==> src/rtl/sxf_pkg.sv <==
// Shared constants, types and helper functions for the sprite XOR framebuffer.
`default_nettype none

package sxf_pkg;

  // Default screen geometry
  localparam int unsigned SCREEN_WIDTH  = 64;
  localparam int unsigned SCREEN_HEIGHT = 32;

  // Field widths fixed by the interface
  localparam int unsigned CMD_W    = 2;
  localparam int unsigned COORD_W  = 8;
  localparam int unsigned ROFF_W   = 4;
  localparam int unsigned SPRITE_W = 8;
  localparam int unsigned PIXEL_W  = 64;

  // Command codes
  localparam logic [CMD_W-1:0] CmdClear = 2'd0;
  localparam logic [CMD_W-1:0] CmdDraw  = 2'd1;
  localparam logic [CMD_W-1:0] CmdRead  = 2'd2;

  // Controller states
  typedef enum logic {
    ST_IDLE,
    ST_EXEC
  } state_e;

  // Controller to datapath commands
  typedef struct packed {
    logic capture;
    logic exec;
  } ctl_t;

  // Remainder of an 8-bit value by a constant divisor of at least 8,
  // by restoring subtraction of shifted divisor multiples.
  function automatic logic [COORD_W-1:0] mod_const(input logic [COORD_W-1:0] value,
                                                   input int unsigned divisor);
    int unsigned rem;
    int unsigned step;
    rem = int'(value);
    for (int k = 5; k >= 0; k--) begin
      step = divisor << k;
      if (rem >= step) begin
        rem = rem - step;
      end
    end
    return COORD_W'(rem);
  endfunction

endpackage

`default_nettype wire

==> src/rtl/sxf_ram.sv <==
// Generic single-write, single-read RAM with registered read data.
`default_nettype none

module sxf_ram #(
  parameter int unsigned WIDTH = 64,
  parameter int unsigned DEPTH = 32
) (
  input  wire logic                     clk_i,
  input  wire logic                     we_i,
  input  wire logic [$clog2(DEPTH)-1:0] waddr_i,
  input  wire logic [WIDTH-1:0]         wdata_i,
  input  wire logic                     re_i,
  input  wire logic [$clog2(DEPTH)-1:0] raddr_i,
  output logic      [WIDTH-1:0]         rdata_o
);

  logic [WIDTH-1:0] mem_q [DEPTH];
  logic [WIDTH-1:0] rdata_q;

  // Write port
  always_ff @(posedge clk_i) begin
    if (we_i) begin
      mem_q[waddr_i] <= wdata_i;
    end
  end

  // Registered read port
  always_ff @(posedge clk_i) begin
    if (re_i) begin
      rdata_q <= mem_q[raddr_i];
    end
  end

  assign rdata_o = rdata_q;

endmodule

`default_nettype wire

==> src/rtl/sxf_ctrl.sv <==
// Controller: accept handshake, two-state sequencer and output word valid.
`default_nettype none

module sxf_ctrl (
  input  wire logic        clk_i,
  input  wire logic        rst_ni,
  input  wire logic        in_valid_i,
  output logic             in_stall_o,
  output logic             out_valid_o,
  input  wire logic        out_stall_i,
  output sxf_pkg::ctl_t    ctl_o
);

  sxf_pkg::state_e state_q, state_d;
  logic            out_valid_q, out_valid_d;
  logic            out_blocked;
  logic            accept;

  // Take a new word only when the result register frees up by the next edge
  assign out_blocked = out_valid_q && out_stall_i;
  assign accept      = (state_q == sxf_pkg::ST_IDLE) && in_valid_i && !out_blocked;

  // Next state
  always_comb begin
    state_d = state_q;
    case (state_q)
      sxf_pkg::ST_IDLE: begin
        if (accept) begin
          state_d = sxf_pkg::ST_EXEC;
        end
      end
      sxf_pkg::ST_EXEC: begin
        state_d = sxf_pkg::ST_IDLE;
      end
      default: begin
        state_d = sxf_pkg::ST_IDLE;
      end
    endcase
  end

  // Outputs
  always_comb begin
    ctl_o.capture = 1'b0;
    ctl_o.exec    = 1'b0;
    in_stall_o    = 1'b1;
    case (state_q)
      sxf_pkg::ST_IDLE: begin
        ctl_o.capture = accept;
        in_stall_o    = out_blocked;
      end
      sxf_pkg::ST_EXEC: begin
        ctl_o.exec = 1'b1;
      end
      default: begin
        in_stall_o = 1'b1;
      end
    endcase
  end

  // Set result valid on execute, drop it once taken
  always_comb begin
    out_valid_d = out_valid_q;
    if (state_q == sxf_pkg::ST_EXEC) begin
      out_valid_d = 1'b1;
    end else if (!out_stall_i) begin
      out_valid_d = 1'b0;
    end
  end

  always_ff @(posedge clk_i or negedge rst_ni) begin
    if (!rst_ni) begin
      state_q     <= sxf_pkg::ST_IDLE;
      out_valid_q <= 1'b0;
    end else begin
      state_q     <= state_d;
      out_valid_q <= out_valid_d;
    end
  end

  assign out_valid_o = out_valid_q;

endmodule

`default_nettype wire

==> src/rtl/sxf_datapath.sv <==
// Datapath: coordinate wrap, framebuffer read-modify-write, collision and result.
`default_nettype none

module sxf_datapath #(
  parameter int unsigned SCREEN_WIDTH  = sxf_pkg::SCREEN_WIDTH,
  parameter int unsigned SCREEN_HEIGHT = sxf_pkg::SCREEN_HEIGHT
) (
  input  wire logic                          clk_i,
  input  wire logic                          rst_ni,
  input  wire sxf_pkg::ctl_t                 ctl_i,
  input  wire logic [sxf_pkg::CMD_W-1:0]     command_i,
  input  wire logic [sxf_pkg::COORD_W-1:0]   start_x_i,
  input  wire logic [sxf_pkg::COORD_W-1:0]   start_y_i,
  input  wire logic [sxf_pkg::ROFF_W-1:0]    row_offset_i,
  input  wire logic [sxf_pkg::SPRITE_W-1:0]  row_bits_i,
  input  wire logic                          last_row_i,
  output logic                               collision_o,
  output logic      [sxf_pkg::PIXEL_W-1:0]   pixel_row_o,
  output logic                               sprite_done_o
);

  localparam int unsigned W  = SCREEN_WIDTH;
  localparam int unsigned H  = SCREEN_HEIGHT;
  localparam int unsigned AW = $clog2(H);
  localparam int unsigned XW = $clog2(W);
  localparam int unsigned LW = $clog2(H + 16);
  localparam int unsigned PW = sxf_pkg::PIXEL_W;
  localparam int unsigned SW = sxf_pkg::SPRITE_W;

  // Captured item
  logic [sxf_pkg::CMD_W-1:0] cmd_q;
  logic [XW-1:0]             x0_q;
  logic [LW-1:0]             line_q, line_d;
  logic [SW-1:0]             bits_q;
  logic                      last_q;

  // Sprite state and result register
  logic                      acc_q, acc_d;
  logic                      col_q;
  logic [PW-1:0]             pix_q;
  logic                      done_q;
  logic [H-1:0]              valid_q;

  logic [sxf_pkg::COORD_W-1:0] x0_full, y0_full;
  logic [W-1:0]              rdata, old_row, spr_row;
  logic [PW-1:0]             spr_wide;
  logic                      in_range, is_draw, is_read, is_clear;
  logic                      hit, col_new, row_valid, we;

  // Wrap coordinates and form the target line on accept
  always_comb begin
    x0_full = sxf_pkg::mod_const(start_x_i, W);
    y0_full = sxf_pkg::mod_const(start_y_i, H);
    if (command_i == sxf_pkg::CmdDraw) begin
      line_d = LW'(y0_full) + LW'(row_offset_i);
    end else begin
      line_d = LW'(y0_full);
    end
  end

  always_ff @(posedge clk_i) begin
    if (ctl_i.capture) begin
      cmd_q  <= command_i;
      x0_q   <= XW'(x0_full);
      line_q <= line_d;
      bits_q <= row_bits_i;
      last_q <= last_row_i;
    end
  end

  // Framebuffer lines
  sxf_ram #(
    .WIDTH (W),
    .DEPTH (H)
  ) u_frame (
    .clk_i   (clk_i),
    .we_i    (we),
    .waddr_i (line_q[AW-1:0]),
    .wdata_i (old_row ^ spr_row),
    .re_i    (ctl_i.capture),
    .raddr_i (line_d[AW-1:0]),
    .rdata_o (rdata)
  );

  // Merge sprite with the old line; lines never written since a clear read as zero
  always_comb begin
    is_clear  = cmd_q == sxf_pkg::CmdClear;
    is_draw   = cmd_q == sxf_pkg::CmdDraw;
    is_read   = cmd_q == sxf_pkg::CmdRead;
    in_range  = line_q < LW'(H);
    row_valid = in_range && valid_q[line_q[AW-1:0]];
    old_row   = row_valid ? rdata : '0;
    spr_wide  = {bits_q, {(PW - SW){1'b0}}} >> x0_q;
    spr_row   = spr_wide[PW-1 -: W];
    hit       = is_draw && in_range && (|(old_row & spr_row));
    col_new   = acc_q || hit;
    we        = ctl_i.exec && is_draw && in_range;
    acc_d     = acc_q;
    if (ctl_i.exec && is_draw) begin
      acc_d = last_q ? 1'b0 : col_new;
    end
  end

  // Line valid bits and collision accumulator
  always_ff @(posedge clk_i or negedge rst_ni) begin
    if (!rst_ni) begin
      valid_q <= '0;
      acc_q   <= 1'b0;
    end else begin
      acc_q <= acc_d;
      if (ctl_i.exec && is_clear) begin
        valid_q <= '0;
      end else if (we) begin
        valid_q[line_q[AW-1:0]] <= 1'b1;
      end
    end
  end

  // Load the result word
  always_ff @(posedge clk_i) begin
    if (ctl_i.exec) begin
      col_q  <= is_draw && col_new;
      done_q <= is_draw && last_q;
      pix_q  <= is_read ? (PW'(old_row) << (PW - W)) : '0;
    end
  end

  assign collision_o   = col_q;
  assign pixel_row_o   = pix_q;
  assign sprite_done_o = done_q;

endmodule

`default_nettype wire

==> src/rtl/sprite_xor_framebuffer_top.sv <==
// Top level of the sprite XOR framebuffer: controller plus datapath.
//
//   Channel | Handshake              | Word
//   --------+------------------------+--------------------------------------------------
//   input   | in_valid_i, in_stall_o | command, start_x, start_y, row_offset, row_bits,
//           |                        | last_row
//   output  | out_valid_o, out_stall_i | collision, pixel_row, sprite_done
//
// For every word, the line address is formed on accept and the RAM read
// is issued; the next cycle merges, writes back and loads the result register.
// A new word is not taken while one executes: the next word's RAM read must come after
// this word's write back, so input stalls during the execute cycle.
// Reset zeroes the line valid bits, so the whole screen reads as clear at once.
// A stalled result holds in its register; input also stalls while it cannot drain.
`default_nettype none

module sprite_xor_framebuffer_top #(
  parameter int unsigned SCREEN_WIDTH  = sxf_pkg::SCREEN_WIDTH,
  parameter int unsigned SCREEN_HEIGHT = sxf_pkg::SCREEN_HEIGHT
) (
  input  wire logic                          clk_i,
  input  wire logic                          rst_ni,
  input  wire logic                          in_valid_i,
  output logic                               in_stall_o,
  input  wire logic [sxf_pkg::CMD_W-1:0]     command_i,
  input  wire logic [sxf_pkg::COORD_W-1:0]   start_x_i,
  input  wire logic [sxf_pkg::COORD_W-1:0]   start_y_i,
  input  wire logic [sxf_pkg::ROFF_W-1:0]    row_offset_i,
  input  wire logic [sxf_pkg::SPRITE_W-1:0]  row_bits_i,
  input  wire logic                          last_row_i,
  output logic                               out_valid_o,
  input  wire logic                          out_stall_i,
  output logic                               collision_o,
  output logic      [sxf_pkg::PIXEL_W-1:0]   pixel_row_o,
  output logic                               sprite_done_o
);

  sxf_pkg::ctl_t ctl;

  // Sequencer
  sxf_ctrl u_ctrl (
    .clk_i       (clk_i),
    .rst_ni      (rst_ni),
    .in_valid_i  (in_valid_i),
    .in_stall_o  (in_stall_o),
    .out_valid_o (out_valid_o),
    .out_stall_i (out_stall_i),
    .ctl_o       (ctl)
  );

  // Framebuffer datapath
  sxf_datapath #(
    .SCREEN_WIDTH  (SCREEN_WIDTH),
    .SCREEN_HEIGHT (SCREEN_HEIGHT)
  ) u_datapath (
    .clk_i         (clk_i),
    .rst_ni        (rst_ni),
    .ctl_i         (ctl),
    .command_i     (command_i),
    .start_x_i     (start_x_i),
    .start_y_i     (start_y_i),
    .row_offset_i  (row_offset_i),
    .row_bits_i    (row_bits_i),
    .last_row_i    (last_row_i),
    .collision_o   (collision_o),
    .pixel_row_o   (pixel_row_o),
    .sprite_done_o (sprite_done_o)
  );

endmodule

`default_nettype wire
==> config.mk <==
export PLATFORM = sky130hd
export DESIGN_NAME = sprite_xor_framebuffer_top
export DESIGN_NICKNAME = d
export VERILOG_FILES = /design/src/rtl/sxf_pkg.sv /design/src/rtl/sxf_ram.sv /design/src/rtl/sxf_ctrl.sv /design/src/rtl/sxf_datapath.sv /design/src/rtl/sprite_xor_framebuffer_top.sv
export SDC_FILE = /design/constraint.sdc
export NUM_CORES = 2
export LEC_CHECK = 0
export BUFFER_PORTS_ARGS = -buffer_cell sky130_fd_sc_hd__buf_2
export CAP_MARGIN = 25
export CORE_MARGIN = 2
export CORE_UTILIZATION = 50
export DETAILED_ROUTE_END_ITERATION = 8
export GPL_TIMING_DRIVEN = 0
export PLACE_DENSITY = 0.72
export SETUP_SLACK_MARGIN = 0.05
export SYNTH_ARGS = -nofsm -noshare
export SYNTH_HDL_FRONTEND = slang
export SYNTH_HIERARCHICAL = 1
export SYNTH_SLANG_ARGS = --single-unit
==> constraint.sdc <==
create_clock -name clk_i -period 9.3 [get_ports clk_i]
set_input_delay 1.86 -clock clk_i [delete_from_list [all_inputs] [get_ports clk_i]]
set_output_delay 1.86 -clock clk_i [all_outputs]
set_load 0.05 [all_outputs]
==> results_dict.tcl <==
set metrics [dict create \
    utilization_pct 58.1 \
    max_slew.worst_pin.slew_ns 1.20 \
    yosysMostFrequentCell "edfxtp_1" \
    dp_cells 6762 \
    ir_worst_vdd_mv 0.179 \
    period_needed_ns 6.40 \
    path_class "in2reg" \
    clkTransAtPathRegs_ns 0.06 \
    antenna_found_initial 11 \
    synthTopCellsByCount "2201 x edfxtp_1, 609 x mux4_2, 169 x o22ai_1" \
    dr.max_layer_used "met5" \
    avgSynthCellArea_um2 21.5 \
    hold_start "u_ctrl/state_q" \
    synth_area_leaders "edfxtp_1 74%, mux4_2 15%, o22ai_1 1.2%, ha_1 1.0%, mux2_2 1.0%" \
    synthCells 4161 \
    die_area_mm2 0.182 \
    ant_nets 0 \
    fillers 12400 \
    htreeDepth 4 \
    hold_viol_final 0 \
    ys_warn_count 6 \
    cts_tree "yes" \
    skew_ns 0.0524 \
    synth_seq_area_share_pct 75.0 \
    wl_um 263000 \
    synth_area_mm2 0.0893 \
    whs_ns 0.499 \
    clkLatencyLatePin_ns 0.87 \
    hpwlAfterDp_um 174000 \
    cap_violations 0 \
    hold_class "reg2reg" \
    dieHeight_um 427 \
    reg2reg_setup_slack_ns 4.12 \
    insertedDiodeCount 0 \
    power.density_mw_per_mm2 210 \
    r2r_start "u_datapath/line_q[0]" \
    core_mm2 0.178 \
    max_slew_margin_pct 19.3 \
    drive_gt1_share_pct 29.7 \
    wl_met3_um 36400 \
    drt-wirelength-per-cell_um 36.6 \
    syn_to_final_growth_pct 15.8 \
    grt_usage_pct 29.0 \
    slew_violations 0 \
    cts.path.max_buffers 3 \
    num_vias 48200 \
    holdBufCountCts 0 \
    ys_types 57 \
    critPathMaxFanout 10 \
    cp-start-kind "input pin" \
    rsz0062_at_grt "false" \
    gr-total-overflow 0 \
    cts_buffers 213 \
    die_x_um 427 \
    fmax_mhz 156 \
    ys.flop_type "edfxtp_1" \
    grt_pass1_vias 46200 \
    cp.arrival_ns 6.91 \
    cts_resized 0 \
    routedLengthMet1_um 94000 \
    finalNetCount 4760 \
    ys_seq_elements 2236 \
    fin_cells 7187 \
    gp_congestion 0.962 \
    portBuffers 99 \
    drt_iter0_drc 7994 \
    synthArstFlopShare_pct 1.57 \
    yosys.area.top_type "edfxtp_1" \
    ios 103 \
    synth_edf_count 2201 \
    cts_root_buffer "clkbuf_16" \
    dr.pass1.iters 8 \
    start_util_pct 50.2 \
    setup_violations 0 \
    grt_pass1_wl_um 361000 \
    met2_wirelength_um 121000 \
    cts.sink_count 2236 \
    grt_max_degree 70 \
    std_cell_rows 155 \
    yosysTopAreaCellShare_pct 74.0 \
    drc 0 \
    crit_start "start_y_i[0]" \
    p_leak_nw 34.3 \
    status "completed" \
    p_total_mw 21.7 \
    cts_setup_buffers 0 \
    vias_per_cell 6.70 \
    critical_path_required_ns 9.80 \
    post-route-period-util_pct 68.9 \
    critPathCaptureType "flip-flop" \
]
cell families after synthesis:
| family | Yosys count | share of synthesized area (%) |
|---|---|---|
| adders and majority gates | 74 | 1.05 |
| AOI/OAI and AO/OA | 269 | 1.91 |
| other | 1 | 0.00420 |
| DFF | 2236 | 75.0 |
| muxes | 753 | 17.1 |
| and+or+nand+nor | 549 | 3.35 |
| xor gates and xnor gates | 4 | 0.0392 |
| buffers and inverters | 275 | 1.59 |
sequential cells by signal, indices dropped and copies added, names as in the netlist:
name,cells
u_datapath/u_frame/rdata_o,64
u_datapath/valid_q,32
u_ctrl/out_valid_o,1
u_datapath/bits_q,8
u_datapath/last_q,1
u_datapath/line_q,6
u_datapath/x0_q,6
u_datapath/pixel_row_o,64
u_datapath/acc_q,1
u_ctrl/state_q,1
u_datapath/collision_o,1
u_datapath/u_frame/mem_q,2048
u_datapath/sprite_done_o,1
u_datapath/cmd_q,2
final cells by class:
class | instances | area, um^2 | area share (%)
multi-input combinational | 1654 | 21200 | 20.5
sequential | 2236 | 67000 | 64.8
timing repair buffer | 271 | 4050 | 3.92
clock buffer | 259 | 5550 | 5.36
buffer | 261 | 1380 | 1.33
tap | 2355 | 2950 | 2.85
clock inverter | 137 | 1280 | 1.24
inverter | 14 | 52.6 | 0.0508
placed cells by master, fill, tap and decap left out, drive strengths merged, types with 3 or more instances in the layout:
cell type / n
o22ai: 169
clkinvlp: 16
or3: 4
a21oi: 44
clkinv: 98
or3b: 5
mux4: 609
o211ai: 3
o221ai: 3
nor2b: 74
a22oi: 4
a221oi: 13
mux2i: 65
nand4: 5
and2: 5
o21ai: 14
o2bb2ai: 3
clkbuf: 383
dfrtp: 35
or2: 6
nand2b: 72
nor2: 111
nand3: 72
a21o: 3
nor4: 19
nand2: 84
nor3b: 5
inv: 20
ha: 73
nand3b: 75
mux2: 79
buf: 408
and3: 3
a211oi: 3
nor3: 5
edfxtp: 2201
o31a: 3
bufinv: 17
conb: 5
critical path: stages:
cell and delay [ns]:
buf_2 0.12, ha_1 0.21, inv_1 0.07, fa_1 0.40, o21ai_0 0.94, buf_2 0.33, buf_2 0.26, buf_2 0.65
clkbuf_1 0.68, mux4_2 0.36, mux2i_1 0.10, a221oi_1 0.89
power breakdown:
group | internal, mW | switching, mW | leakage [nW] | total, mW
clock | 4.73 | 3.76 | 3.30 | 8.50
sequential | 11.2 | 0.0516 | 21.7 | 11.2
combinational | 0.769 | 1.23 | 9.21 | 2.00
through the flow:
step,TNS (ns),worst slack (ns),area (um^2)
after global routing,0,3.01,103000
final,0,2.90,103000
after global placement,-1729.89,-1.69,92800
after floorplan,0,4.19,89300
after CTS,0,3.25,103000
after detailed placement,0,2.41,95900
routing by layer:
layer | global-route usage (%) | up-vias
met3 | 7.91 | 620
met1 | 40.3 | 25300
met5 | 0.265 | -
met2 | 44.0 | 3732
met4 | 11.0 | 10
li1 | - | 18500
worst paths after layout:
path | end | depth (start not counted)
hold reg to reg | u_ctrl/out_valid_o | 1
max in group asynchronous | u_datapath/valid_q[18] | 1
min in group asynchronous | u_datapath/valid_q[30] | 1
setup / recovery | u_datapath/u_frame/rdata_o[19] | 12
hold / removal | u_ctrl/out_valid_o | 1
setup reg to reg | u_datapath/collision_o | 11
(Power assumes the default switching activity.)
